===== config.mk =====
export PLATFORM = sky130hd
export DESIGN_NAME = radix_digit_emitter
export DESIGN_NICKNAME = d
export VERILOG_FILES = /design/src/rtl/rde_pkg.sv /design/src/rtl/radix_digit_emitter.sv /design/src/rtl/rde_divider.sv
export SDC_FILE = /design/constraint.sdc
export NUM_CORES = 1
export LEC_CHECK = 0
export BUFFER_PORTS_ARGS = -buffer_cell sky130_fd_sc_hd__buf_2
export CAP_MARGIN = 20
export CELL_PAD_IN_SITES_DETAIL_PLACEMENT = 0
export CELL_PAD_IN_SITES_GLOBAL_PLACEMENT = 1
export CORE_MARGIN = 5
export CORE_UTILIZATION = 56
export DETAILED_ROUTE_END_ITERATION = 10
export PLACE_DENSITY = 0.89
export SLEW_MARGIN = 10
export SYNTH_ARGS = -nofsm -noshare
export SYNTH_HDL_FRONTEND = slang
export SYNTH_SLANG_ARGS = --single-unit

===== constraint.sdc =====
create_clock -name clock -period 11.16 [get_ports clock]
set_input_delay 1.674 -clock clock [delete_from_list [all_inputs] [get_ports clock]]
set_output_delay 1.674 -clock clock [all_outputs]
set_load 0.02 [all_outputs]

===== src/rtl/rde_pkg.sv =====
package rde_pkg;

   localparam int RADIX_WIDTH = 4;
   localparam int DIGIT_WIDTH = 5;

   localparam logic [RADIX_WIDTH-1:0] RADIX_MIN   = 4'd2;
   localparam logic [RADIX_WIDTH-1:0] RADIX_MAX   = 4'd9;
   localparam logic [RADIX_WIDTH-1:0] RADIX_RESET = 4'd8;

   typedef enum logic [3:0] {
      ST_IDLE = 4'b0001,
      ST_DIV  = 4'b0010,
      ST_POP  = 4'b0100,
      ST_EMIT = 4'b1000
   } state_type;

endpackage


===== src/rtl/radix_digit_emitter.sv =====
// Channel   Direction  Ports                                  Meaning
// req       in         req_valid, req_stall, req_value        signed value to convert
// rsp       out        rsp_valid, rsp_stall, rsp_digit,       one digit, most significant
//                      rsp_last_digit                         first; last flags the final one
// csr       in         csr_write_enable, csr_write_data       radix, 2 to 9, reset 8
//
// Each digit comes from the bit-serial divider; all digits of an item are found
// before the first one is emitted.
// A zero value or a radix outside 2 to 9 is accepted but gives no item.
// Reset is synchronous; the digit stack is not cleared.
// A stall on rsp holds the current digit; req stays stalled until the run ends.
module radix_digit_emitter #(
   parameter int VALUE_WIDTH = 32,
   parameter int STACK_DEPTH = 32
) (
   input  logic                                    clock,
   input  logic                                    reset,
   input  logic                                    req_valid,
   output logic                                    req_stall,
   input  logic signed [VALUE_WIDTH-1:0]           req_value,
   output logic                                    rsp_valid,
   input  logic                                    rsp_stall,
   output logic signed [rde_pkg::DIGIT_WIDTH-1:0]  rsp_digit,
   output logic                                    rsp_last_digit,
   input  logic                                    csr_write_enable,
   input  logic [rde_pkg::RADIX_WIDTH-1:0]         csr_write_data
);
   import rde_pkg::*;

   localparam int ADDR_WIDTH = $clog2(STACK_DEPTH);
   localparam int CNT_WIDTH  = $clog2(STACK_DEPTH + 1);

   state_type              state_ff, state_in;
   logic [RADIX_WIDTH-1:0] radix_ff;
   logic                   neg_ff, neg_in;
   logic [CNT_WIDTH-1:0]   cnt_ff, cnt_in;
   logic [DIGIT_WIDTH-1:0] rd_data_ff;
   logic [DIGIT_WIDTH-1:0] stack_mem_ff [STACK_DEPTH];

   logic                   req_accept;
   logic                   rsp_accept;
   logic                   radix_ok;
   logic                   value_neg;
   logic [VALUE_WIDTH-1:0] magnitude;
   logic                   div_start;
   logic [VALUE_WIDTH-1:0] div_dividend;
   logic                   div_done;
   logic [VALUE_WIDTH-1:0] div_quotient;
   logic [RADIX_WIDTH-1:0] div_remainder;
   logic [DIGIT_WIDTH-1:0] rem_ext;
   logic [DIGIT_WIDTH-1:0] push_digit;
   logic                   push;
   logic                   pop;
   logic [ADDR_WIDTH-1:0]  pop_addr;

   assign req_stall  = (state_ff != ST_IDLE);
   assign req_accept = req_valid && !req_stall;
   assign rsp_valid  = (state_ff == ST_EMIT);
   assign rsp_accept = rsp_valid && !rsp_stall;

   assign radix_ok  = (radix_ff >= RADIX_MIN) && (radix_ff <= RADIX_MAX);
   assign value_neg = req_value[VALUE_WIDTH-1];
   // The most negative value has a magnitude that still fits as unsigned.
   assign magnitude = value_neg ? (~req_value + VALUE_WIDTH'(1)) : req_value;

   // Digits of a negative value are the negated remainders.
   assign rem_ext    = {1'b0, div_remainder};
   assign push_digit = neg_ff ? (DIGIT_WIDTH'(0) - rem_ext) : rem_ext;
   assign push       = (state_ff == ST_DIV) && div_done;
   assign pop        = (state_ff == ST_POP);
   assign pop_addr   = ADDR_WIDTH'(cnt_ff - CNT_WIDTH'(1));

   always_comb begin
      state_in     = state_ff;
      neg_in       = neg_ff;
      cnt_in       = cnt_ff;
      div_start    = 1'b0;
      div_dividend = magnitude;
      unique case (state_ff)
         ST_IDLE: begin
            if (req_accept && radix_ok && (magnitude != '0)) begin
               neg_in    = value_neg;
               cnt_in    = '0;
               div_start = 1'b1;
               state_in  = ST_DIV;
            end
         end
         ST_DIV: begin
            if (div_done) begin
               cnt_in = cnt_ff + CNT_WIDTH'(1);
               // Stop when the quotient runs out or the stack is full.
               if ((div_quotient == '0) || (cnt_ff == CNT_WIDTH'(STACK_DEPTH - 1))) begin
                  state_in = ST_POP;
               end else begin
                  div_start    = 1'b1;
                  div_dividend = div_quotient;
               end
            end
         end
         ST_POP: begin
            cnt_in   = cnt_ff - CNT_WIDTH'(1);
            state_in = ST_EMIT;
         end
         ST_EMIT: begin
            if (rsp_accept) begin
               state_in = (cnt_ff == '0) ? ST_IDLE : ST_POP;
            end
         end
         default: begin
            state_in = ST_IDLE;
         end
      endcase
   end

   always_ff @(posedge clock) begin
      if (reset) begin
         state_ff <= ST_IDLE;
         radix_ff <= RADIX_RESET;
         neg_ff   <= 1'b0;
         cnt_ff   <= '0;
      end else begin
         state_ff <= state_in;
         neg_ff   <= neg_in;
         cnt_ff   <= cnt_in;
         if (csr_write_enable) begin
            radix_ff <= csr_write_data;
         end
      end
   end

   always_ff @(posedge clock) begin
      if (push) begin
         stack_mem_ff[ADDR_WIDTH'(cnt_ff)] <= push_digit;
      end
      if (pop) begin
         rd_data_ff <= stack_mem_ff[pop_addr];
      end
   end

   rde_divider #(
      .VALUE_WIDTH (VALUE_WIDTH)
   ) u_divider (
      .clock     (clock),
      .reset     (reset),
      .start     (div_start),
      .dividend  (div_dividend),
      .divisor   (radix_ff),
      .done      (div_done),
      .quotient  (div_quotient),
      .remainder (div_remainder)
   );

   assign rsp_digit      = rd_data_ff;
   assign rsp_last_digit = (cnt_ff == '0);

endmodule


===== src/rtl/rde_divider.sv =====
module rde_divider #(
   parameter int VALUE_WIDTH = 32
) (
   input  logic                               clock,
   input  logic                               reset,
   input  logic                               start,
   input  logic [VALUE_WIDTH-1:0]             dividend,
   input  logic [rde_pkg::RADIX_WIDTH-1:0]    divisor,
   output logic                               done,
   output logic [VALUE_WIDTH-1:0]             quotient,
   output logic [rde_pkg::RADIX_WIDTH-1:0]    remainder
);
   import rde_pkg::*;

   localparam int CNT_WIDTH = (VALUE_WIDTH > 1) ? $clog2(VALUE_WIDTH) : 1;

   logic                   busy_ff, busy_in;
   logic                   done_ff, done_in;
   logic [CNT_WIDTH-1:0]   cnt_ff, cnt_in;
   logic [VALUE_WIDTH-1:0] quo_ff, quo_in;
   logic [RADIX_WIDTH-1:0] rem_ff, rem_in;
   logic [RADIX_WIDTH:0]   trial;
   logic                   fits;

   // One restoring-division step per cycle: the dividend shifts out of the
   // top of quo_ff while quotient bits shift in at the bottom.
   assign trial = {rem_ff, quo_ff[VALUE_WIDTH-1]};
   assign fits  = (trial >= {1'b0, divisor});

   always_comb begin
      busy_in = busy_ff;
      done_in = 1'b0;
      cnt_in  = cnt_ff;
      quo_in  = quo_ff;
      rem_in  = rem_ff;
      if (start) begin
         busy_in = 1'b1;
         cnt_in  = '0;
         quo_in  = dividend;
         rem_in  = '0;
      end else if (busy_ff) begin
         quo_in = {quo_ff[VALUE_WIDTH-2:0], fits};
         rem_in = fits ? RADIX_WIDTH'(trial - {1'b0, divisor}) : RADIX_WIDTH'(trial);
         cnt_in = cnt_ff + CNT_WIDTH'(1);
         if (cnt_ff == CNT_WIDTH'(VALUE_WIDTH - 1)) begin
            busy_in = 1'b0;
            done_in = 1'b1;
         end
      end
   end

   always_ff @(posedge clock) begin
      if (reset) begin
         busy_ff <= 1'b0;
         done_ff <= 1'b0;
         cnt_ff  <= '0;
      end else begin
         busy_ff <= busy_in;
         done_ff <= done_in;
         cnt_ff  <= cnt_in;
      end
      quo_ff <= quo_in;
      rem_ff <= rem_in;
   end

   assign done      = done_ff;
   assign quotient  = quo_ff;
   assign remainder = rem_ff;

endmodule


==> results of run 1 <==
-- synth_stat cells, drive strengths merged (3+ instances only) --
cell and number:
nor4b 6, nor3 19, nand2 46, edfxtp 197, inv 22, nor2 67
a21oi 16, a21boi 3, nand3b 5, or2 4, o41ai 3, a31oi 6
or4 10, clkbuf 32, mux2i 13, xor2 11, nand2b 5, buf 10
nand4 11, o31ai 6, dfxtp 26, o211ai 3, o31a 3, and3 4
xnor2 33, nor2b 5, o21ai 20, mux4 50, mux2 34, a211oi 4
nand3 9, nor4 17, ha 13, or3 8
-- layout by cell type, fill, tap and decap left out, drive strengths merged, types with 23 or more instances in the layout --
cell / netlist / layout
nand2: 46 / 46
edfxtp: 197 / 197
nor2: 67 / 67
mux2: 34 / 34
dfxtp: 26 / 26
buf: 10 / 56
inv: 22 / 23
clkbuf: 32 / 32
xnor2: 33 / 33
mux4: 50 / 50
-- sequential cells by signal, summed over array words and instances, names as in the netlist --
name and count:
rsp_digit 5, radix_ff 4, u_divider.done 1, u_divider.busy_ff 1
neg_ff 1, u_divider.quotient 32, stack_mem_ff 160, u_divider.cnt_ff 5
cnt_ff 6, state_ff 4, u_divider.remainder 4
-- through the flow --
step,area [um^2],power (mW)
after floorplan,10800,1.35
after global placement,11200,1.46
after detailed placement,11200,1.48
after CTS,12100,2.30
after global routing,12100,2.38
final,12100,2.29
-- worst reg2reg max path, delay by kind of cell (launching register included) --
kind,cells,cell delay (ps)
buf+inv,3,1480
flops,1,310
fa+ha+maj,1,420
mux,3,1230
-- final cells by class --
type                    instances  area, um^2
clock buffers                  32         682
repair buffers                 56         300
inverters                      23        86.3
fillers                      1332        6760
clock inverters                10         155
multi-input cells             465        4090
well taps                     260         325
flip-flops and latches        223        6440
-- cells by family after synthesis --
family / count (synthesis) / synth area share
buffers and inverters: 65 / 0.0260
adder cells (fa/ha/maj): 14 / 0.0170
AO/OA/AOI/OAI: 85 / 0.0534
XOR/XNOR: 44 / 0.0358
flip-flops: 223 / 0.598
multiplexers: 97 / 0.162
AND/OR/NAND/NOR: 225 / 0.108
-- final timing paths --
check	to	slack, ps	cells after the start
max	u_divider.quotient[21]	5370	12
min	radix_ff[0]	530	2
max reg2reg	rsp_digit[3]	7460	7
min reg2reg	radix_ff[0]	530	2
-- per-layer routing --
metal,vias up,wire (um),track usage
li1,3024,-,-
met1,3277,9640,0.298
met2,288,11100,0.343
met3,30,1430,0.0259
met4,0,377,0.0443
met5,-,0,0
-- power groups by stage --
| stage | combinational (mW) | sequential (mW) | clock (mW) |
|---|---|---|---|
| final | 0.384 | 1.08 | 0.828 |
| after global routing | 0.421 | 1.09 | 0.875 |
| after detailed placement | 0.380 | 1.10 | 0 |
| after CTS | 0.383 | 1.08 | 0.836 |
| after floorplan | 0.257 | 1.10 | 0 |
| after global placement | 0.358 | 1.10 | 0 |
==> metrics, run 1 <==
drt total wl 22.5 mm; initial antenna violation count 0; sequential fraction of the synthesis area 0.598; main area contributors after synthesis edfxtp_1, mux4_2, dfxtp_1; ANT cells 0; CP max stage delay roughly 590 ps; Initial Utilization 0.571; share of synthesized registers carrying an async set or reset 0; DP Worst Slack 4880 ps; Comb pwr share 0.167; max-capacitance violation count 0; Slew Limit Fails 0; syn avg cell area 14.3 um^2; Die Ht 149 um; CP endpoint kind flop; Mapped Cells 753; hold_sp radix_ff[0]; RSZ-0062 raised after global routing no; Reg-to-Reg Start cnt_ff[0]; CORE AREA 18800 um^2; area share of the largest cell type after synthesis 0.550; Yosys top cell by area edfxtp_1; htree depth 1; kind of critical path primary input to flop; measured slew at the worst slew-check pin 1090 ps; Flop pwr share 0.472; crit path cell chain buf_2 > inv_1 > ha_1 > or4b_1 > or4_4 > or3_1 > or4_1 > and3_1 > nor4_2 > a31o_2 > nand2_4 > mux2_4; CTS tree yes; status finished, final reports clean; DR vias/cell between 6 and 7; Hold Fails Final Rpt 0; GRT Util Overall 0.207; Worst Path Required 11410 ps; highest clock rate around 0.17 GHz; # nets final about 850; clk_lat worst skew 500 ps; final worst-path cycle share 0.519; Post-CTS Repair Setup Buffers 0; Post-synth top flop edfxtp_1; DRT antenna net count 0; vias post-DR 6619; boundary pin count 49; Clock Path Buffers 3; worst-case vdd ir drop 93.2 uV; number of global-route vias before repair 6567; IO Port Bufs 48; Largest delay share family, worst path simple AND/OR/NAND/NOR gates; starting DRC count in detailed routing 626; cts hold-fix bufs 0; Buf+Inv Stages, Crit Path 2; slew margin rel. 0.267; #FFs+latches synth 223; YS warnings 0; slowest cell on the critical path or4b_1; CTS root buffer clkbuf_16; Layout area overhead 12.2%; overall die area 22100 um^2; Synth Net Count 808; Internal Power 1.72 mW; post-cts repair resize count 0; first-pass GRT wire length 36.5 mm; worst-path fanout max 42; HPWL Detailed 15.2 mm; sw power between 0.5 and 0.6 mW; # setup viols final 0; min cycle time layout 5790 ps; Setup Skew 7.99 ps; Num Clock Sinks ~220; Inst Count DP 1027; ratio of cells with drive above 1 in the final layout 0.240; Clock Power Share 0.361; leakage power figure 4.01 nW; Critical path origin req_value[0]; GRT overflow 0; Pre-Repair DR Iteration Count 5; Rows 50; setup TNS 0 ps; average wire per standard cell 21.1 um; non-filler cells in the finished layout 1069; setup slack after layout 5370 ps; Util after Layout 0.641; Hold WS 526 ps; EDFF count, synth about 200; Startpoint Class primary input; Clock transition at path regs 60 ps; Remaining DRCs 0; number of distinct library cells after synthesis 67; arrival time at the worst endpoint 6040 ps; Hold Path Class flop to flop; power per cell area 190 nW/um^2; routability cong. ~0.92; Post-Synthesis Cell Area 10800 um^2; total CTS buffers 24; die width roughly 150 um; largest net degree at the start of global routing 50; switching portion of total power 0.252
Note: power is estimated with default switching activity, not from simulation.
==> run 2, diff against run 1 <==
--- a/config.mk
+++ b/config.mk
@@ -5,14 +5,15 @@
 export SDC_FILE = /design/constraint.sdc
 export NUM_CORES = 1
 export LEC_CHECK = 0
+export ABC_AREA = 1
 export BUFFER_PORTS_ARGS = -buffer_cell sky130_fd_sc_hd__buf_2
 export CAP_MARGIN = 20
 export CELL_PAD_IN_SITES_DETAIL_PLACEMENT = 0
 export CELL_PAD_IN_SITES_GLOBAL_PLACEMENT = 1
 export CORE_MARGIN = 5
-export CORE_UTILIZATION = 56
+export CORE_UTILIZATION = 44
 export DETAILED_ROUTE_END_ITERATION = 10
-export PLACE_DENSITY = 0.89
+export PLACE_DENSITY = 0.8
 export SLEW_MARGIN = 10
 export SYNTH_ARGS = -nofsm -noshare
 export SYNTH_HDL_FRONTEND = slang
==> constraint.sdc (replaced) <==
create_clock -name clock -period 5.29 [get_ports clock]
set_input_delay 0.7935 -clock clock [delete_from_list [all_inputs] [get_ports clock]]
set_output_delay 0.7935 -clock clock [all_outputs]
set_load 0.02 [all_outputs]
==> run 2 against run 1 <==
First-iteration DRC count grew 5.9%. Sequential power grew 120%. Utilization decreased by 14 points. Register-to-register slack worse by 5700 ps. Non-clock buffer count increased by 6. Clock power up 87%. Count of clock-buffer cells in the layout fell by 2. Synthesized cell count rose by 47%. Final area fell by 0.18%. Highest routed layer unchanged. Largest power group unchanged.
==> metrics, run 2 <==
status finished, final reports clean; worst-case vdd ir drop 261 uV; Yosys top cell by area edfxtp_1; Pre-Repair DR Iteration Count 5; Largest Register stack_mem_ff; RSZ-0062 raised after global routing no; leakage power figure 4.42 nW; power per cell area 479 nW/um^2; highest clock rate approximately 0.28 GHz; Rows 57; setup TNS 0 ps; Remaining DRCs 0; die width 166 um; Clock transition at path regs 60 ps; syn avg cell area 9.75 um^2; count leader, synth nor2_1; worst-path fanout max 35; overall die area 27700 um^2; number of global-route vias before repair 7794; Placed Area around 11000 um^2; #FFs+latches synth ~220; overall power between 5 and 6 mW; Hold Fails Final Rpt 0; CTS tree yes; IO Port Bufs between 40 and 50; sw power 2.02 mW; share of synthesized registers carrying an async set or reset 0; DRT antenna net count 0; # setup viols final 0; initial antenna violation count 0; Setup Skew 8.45 ps; drt total wl approximately 26 mm; design area 12100 um^2; clk_lat worst skew roughly 500 ps; CTS root buffer clkbuf_16; slowest cell on the critical path clkinv_1; Buf+Inv Stages, Crit Path 2; largest net degree at the start of global routing 84; Die Ht 166 um; number of distinct library cells after synthesis 48; Comb pwr share 0.318; Flop pwr share 0.413; starting DRC count in detailed routing 663; main area contributors after synthesis edfxtp_1, nor2_1, nand2_1; arrival time at the worst endpoint around 3800 ps; cts hold-fix bufs 0; ratio of cells with drive above 1 in the final layout 0.101; Initial Utilization 0.445; DP Worst Slack roughly 1500 ps; HPWL Detailed between 15 and 20 mm; Num Clock Sinks 223; commonest non-fill, non-tap cell in the layout nor2_1; Startpoint Class flop; average wire per standard cell approximately 18 um; final worst-path cycle share 0.670; Mapped Cells 1104; Post-synth top flop edfxtp_1; # nets final between 1000 and 1500; routability cong. 0.902; switching portion of total power 0.350; Slew Limit Fails 0; leading cell types in the layout, fill and taps excluded nor2_1, edfxtp_1, nand2_1; max reg flops 160; EDFF count, synth 197; sequential fraction of the synthesis area 0.598; GRT Util Overall 0.184; first-pass GRT wire length 41.6 mm; YS warnings 0; CP max stage delay 1010 ps; htree depth 1; Synth Net Count 1159; total CTS buffers 23; measured slew at the worst slew-check pin 1010 ps; GRT overflow 0; Worst Path Required 5510 ps; kind of critical path flop to flop; CP endpoint kind flop; CORE AREA 24200 um^2; ANT cells 0; area share of the largest cell type after synthesis 0.549; max-capacitance violation count 0; Post-CTS Repair Setup Buffers 0; Clock Power Share 0.268; Post-Synthesis Cell Area 10800 um^2; slew margin rel. 0.325; crit path cell chain inv_1 > ha_1 > xnor2_1 > clkinv_1 > o211ai_1 > o21ai_0 > nor2_1 > a31oi_1; setup slack after layout 1740 ps; boundary pin count just under 50; min cycle time layout 3550 ps; Hold Path Class flop to flop; DR vias/cell ~5.4; Internal Power 3.75 mW; Layout area overhead 11.9%; post-cts repair resize count 0; fillcell total 2244; vias post-DR 8075; list of most frequent post-synthesis cells nor2_1, edfxtp_1, nand2_1, o21ai_0, inv_1; Clock Path Buffers 3; Largest delay share family, worst path buffers and inverters
run 2: changes by cell type after synthesis, moves of 11 or more:
| cell | change |
|---|---|
| nor2_1 | +174 |
| nand2_1 | +136 |
| o21ai_0 | +61 |
| inv_1 | +56 |
| mux4_2 | -50 |
| nand3_1 | +37 |
| xnor2_1 | -30 |
| mux2_4 | -27 |
| o32ai_1 | +22 |
| a31oi_1 | +21 |
| o221ai_1 | +16 |
| nor3_1 | -12 |
| o211ai_1 | +11 |
run 2: final timing paths:
path | depth (start not counted) | start | slack (ps) | end
worst min register to register | 2 | u_divider.cnt_ff[4] | 470 | u_divider.cnt_ff[4]
worst min-delay path | 2 | u_divider.cnt_ff[4] | 470 | u_divider.cnt_ff[4]
worst max-delay path | 8 | cnt_ff[1] | 1740 | rsp_digit[4]
worst max register to register | 8 | cnt_ff[1] | 1740 | rsp_digit[4]
run 2: power groups by stage:
stage	clock [mW]	sequential, mW	combinational (mW)
global route	1.65	2.40	2.05
floorplan	0	2.39	1.27
global placement	0	2.42	1.78
finish	1.55	2.39	1.84
detailed placement	0	2.43	1.81
CTS	1.57	2.39	1.82
run 2: cell type report:
cell class | instances | area [um^2] | area share
clock buffer | 30 | 612 | 0.0508
clock inverter | 10 | 108 | 0.00893
inverter | 83 | 312 | 0.0259
multi-input combinational | 752 | 3830 | 0.318
sequential | 223 | 6440 | 0.534
tap | 324 | 405 | 0.0336
timing repair buffer | 62 | 349 | 0.0290
run 2: cell families (layout without fill, tap and decap cells):
group,count (synthesis),count (layout),synth area share
xor+xnor,11,11,0.00895
compound gates,193,193,0.114
simple gates,518,518,0.199
buf+inv,129,185,0.0489
flops,223,223,0.598
fa+ha+maj,14,14,0.0170
mux,16,16,0.0149
run 2: metal layers:
layer	up-vias	wire [um]	global-route usage
met4	0	624	0.0502
met2	238	12600	0.316
li1	3961	-	-
met1	3833	11500	0.250
met5	-	0	0
met3	43	1230	0.0213
run 2: tightest hold or removal path: cells and delay by family, from the launching register on:
kind,cells,cell delay (ps)
AND/OR/NAND/NOR,1,60
flip-flops,1,310
AO/OA/AOI/OAI,1,50
run 2: through the flow:
stage                     hold WS [ps]  utilization  std cells
after floorplan                    445            -       1104
after global placement             457        0.468       1442
after detailed placement           462        0.468       1442
after CTS                          470        0.498       1482
after global routing               502        0.498       1484
final                              472        0.498       1484
==> run 3, diff against run 2 <==
==> constraint.sdc (replaced) <==
create_clock -name clock -period 3.1 [get_ports clock]
set_input_delay 0.465 -clock clock [delete_from_list [all_inputs] [get_ports clock]]
set_output_delay 0.465 -clock clock [all_outputs]
set_load 0.02 [all_outputs]
==> run 3 against run 2 <==
Sequential share of layout area is 0.82 points lower. Fmax is 28% higher. Utilization is 0.78 points higher. Register-to-register slack worse by 1400 ps. Highest routed layer unchanged. First-iteration DRC count is 9.7% higher. Sequential power is 70% higher. Flip-flop and latch count stayed put. Global-route usage is 0.18 points higher.
==> metrics, run 3 (synthesis gave the netlist of run 2 again) <==
Hold Fails Final Rpt 0; highest clock rate about 0.36 GHz; IO Port Bufs 48; Die Ht 166 um; max-capacitance violation count 0; Layout area overhead 13.7%; HPWL Detailed 18.1 mm; clk_lat worst skew 520 ps; Remaining DRCs 0; drt total wl 26.3 mm; setup slack, reg-to-reg 320 ps; htree depth 1; Inst Count DP 1452; routability cong. 0.899; CP endpoint kind flop; commonest non-fill, non-tap cell in the layout nor2_1; setup TNS 0 ps; Largest Register stack_mem_ff; # setup viols final 0; max reg flops 160; worst setup path endpoint rsp_digit[0]; design area 12200 um^2; Hold Path Class primary input to flop; die width 166 um; CTS tree yes; leading cell types in the layout, fill and taps excluded nor2_1, edfxtp_1, nand2_1; DRT antenna net count 0; power per cell area roughly 840 nW/um^2; fillcell total roughly 2200; Slew Limit Fails 0; GRT Util Overall 0.186; starting DRC count in detailed routing 727; Post-CTS Repair Setup Buffers 0; Clock transition at path regs ~60 ps; overall die area 27700 um^2; GRT overflow 0; Setup Skew 29.8 ps; Clock Path Buffers 3; DR vias/cell roughly 5.4; leakage power figure 4.52 nW; Worst Path Required 3320 ps; boundary pin count 49; R2R Path End rsp_digit[0]; ANT cells 0; arrival time at the worst endpoint 3000 ps; worst r2r path cells 9; cts hold-fix bufs 0; first-pass GRT wire length 42.4 mm; Placed Area between 10000 and 15000 um^2; Rows 57; Startpoint Class flop; Critical path origin cnt_ff[0]; initial antenna violation count 0; Num Clock Sinks 223; CORE AREA 24200 um^2; # nets final 1209; Pre-Repair DR Iteration Count 5; post-cts repair resize count 0; slew margin rel. 0.332; average wire per standard cell 17.6 um; RSZ-0062 raised after global routing no; vias post-DR 8078; status finished, final reports clean; Initial Utilization 0.445; non-filler cells in the finished layout about 1500; min cycle time layout 2780 ps; total CTS buffers 24; Reg-to-Reg Start cnt_ff[0]; measured slew at the worst slew-check pin 1000 ps; ratio of cells with drive above 1 in the final layout 0.109; kind of critical path flop to flop; worst-case vdd ir drop ~420 uV; largest net degree at the start of global routing 67; number of global-route vias before repair 7970; CTS root buffer clkbuf_16; worst-path fanout max 66; final worst-path cycle share 0.895
## run 3: area by class of cell
class	instances	area [um^2]	share of cell area
Clock buffer	32	651	0.0532
Clock inverter	12	176	0.0144
Inverter	83	312	0.0255
Multi-Input combinational cell	752	3830	0.313
Sequential cell	223	6440	0.526
Tap cell	324	405	0.0331
Timing Repair Buffer	70	430	0.0352
## run 3: where the power goes
group	total (mW)	leakage [nW]	switching [mW]	internal [mW]
Combinational	3.24	2.09	2.22	1.02
Sequential	4.07	2.03	0.181	3.89
Clock	2.96	0.399	1.15	1.82
Total	10.3	4.52	3.55	6.72
## run 3: how the worst min path moves through the flow
stage | endpoint | cells after the start | startpoint | slack [ps]
2_1_floorplan | u_divider.cnt_ff[4] | 2 | u_divider.cnt_ff[4] | 450
4_1_cts | radix_ff[3] | 3 | csr_write_data[3] | 160
5_1_grt | state_ff[3] | 2 | reset | 170
3_3_place_gp | u_divider.cnt_ff[4] | 2 | u_divider.cnt_ff[4] | 450
3_5_place_dp | u_divider.cnt_ff[4] | 2 | u_divider.cnt_ff[4] | 470
6_report | radix_ff[0] | 3 | csr_write_data[0] | 170
## run 3: layer usage
metal  wire length [um]  vias to the layer above  track usage
met5                  0                        -            0
met4                432                        0       0.0416
met3               1220                       30       0.0216
met2              12600                      196        0.313
met1              12100                     3858        0.261
li1                   -                     3994            -
## run 3: worst max-delay path, cell delays in order (launching register included)
cell,delay (ps)
dfxtp_2,350
inv_2,110
buf_4,610
nand3_1,250
xor2_1,260
clkinv_1,320
o21ai_0,200
o21ai_0,160
nor2_1,130
a31oi_1,70
## run 3: metrics by stage
step           setup slack [ps]  power [mW]  hold slack, ps  utilization
2_1_floorplan              86.1        6.23             445            -
6_report                    324        10.3             172        0.506
3_3_place_gp                129        7.29             453        0.472
4_1_cts                     359        10.3             156        0.506
3_5_place_dp               76.5        7.35             465        0.472
5_1_grt                     152        10.8             170        0.506
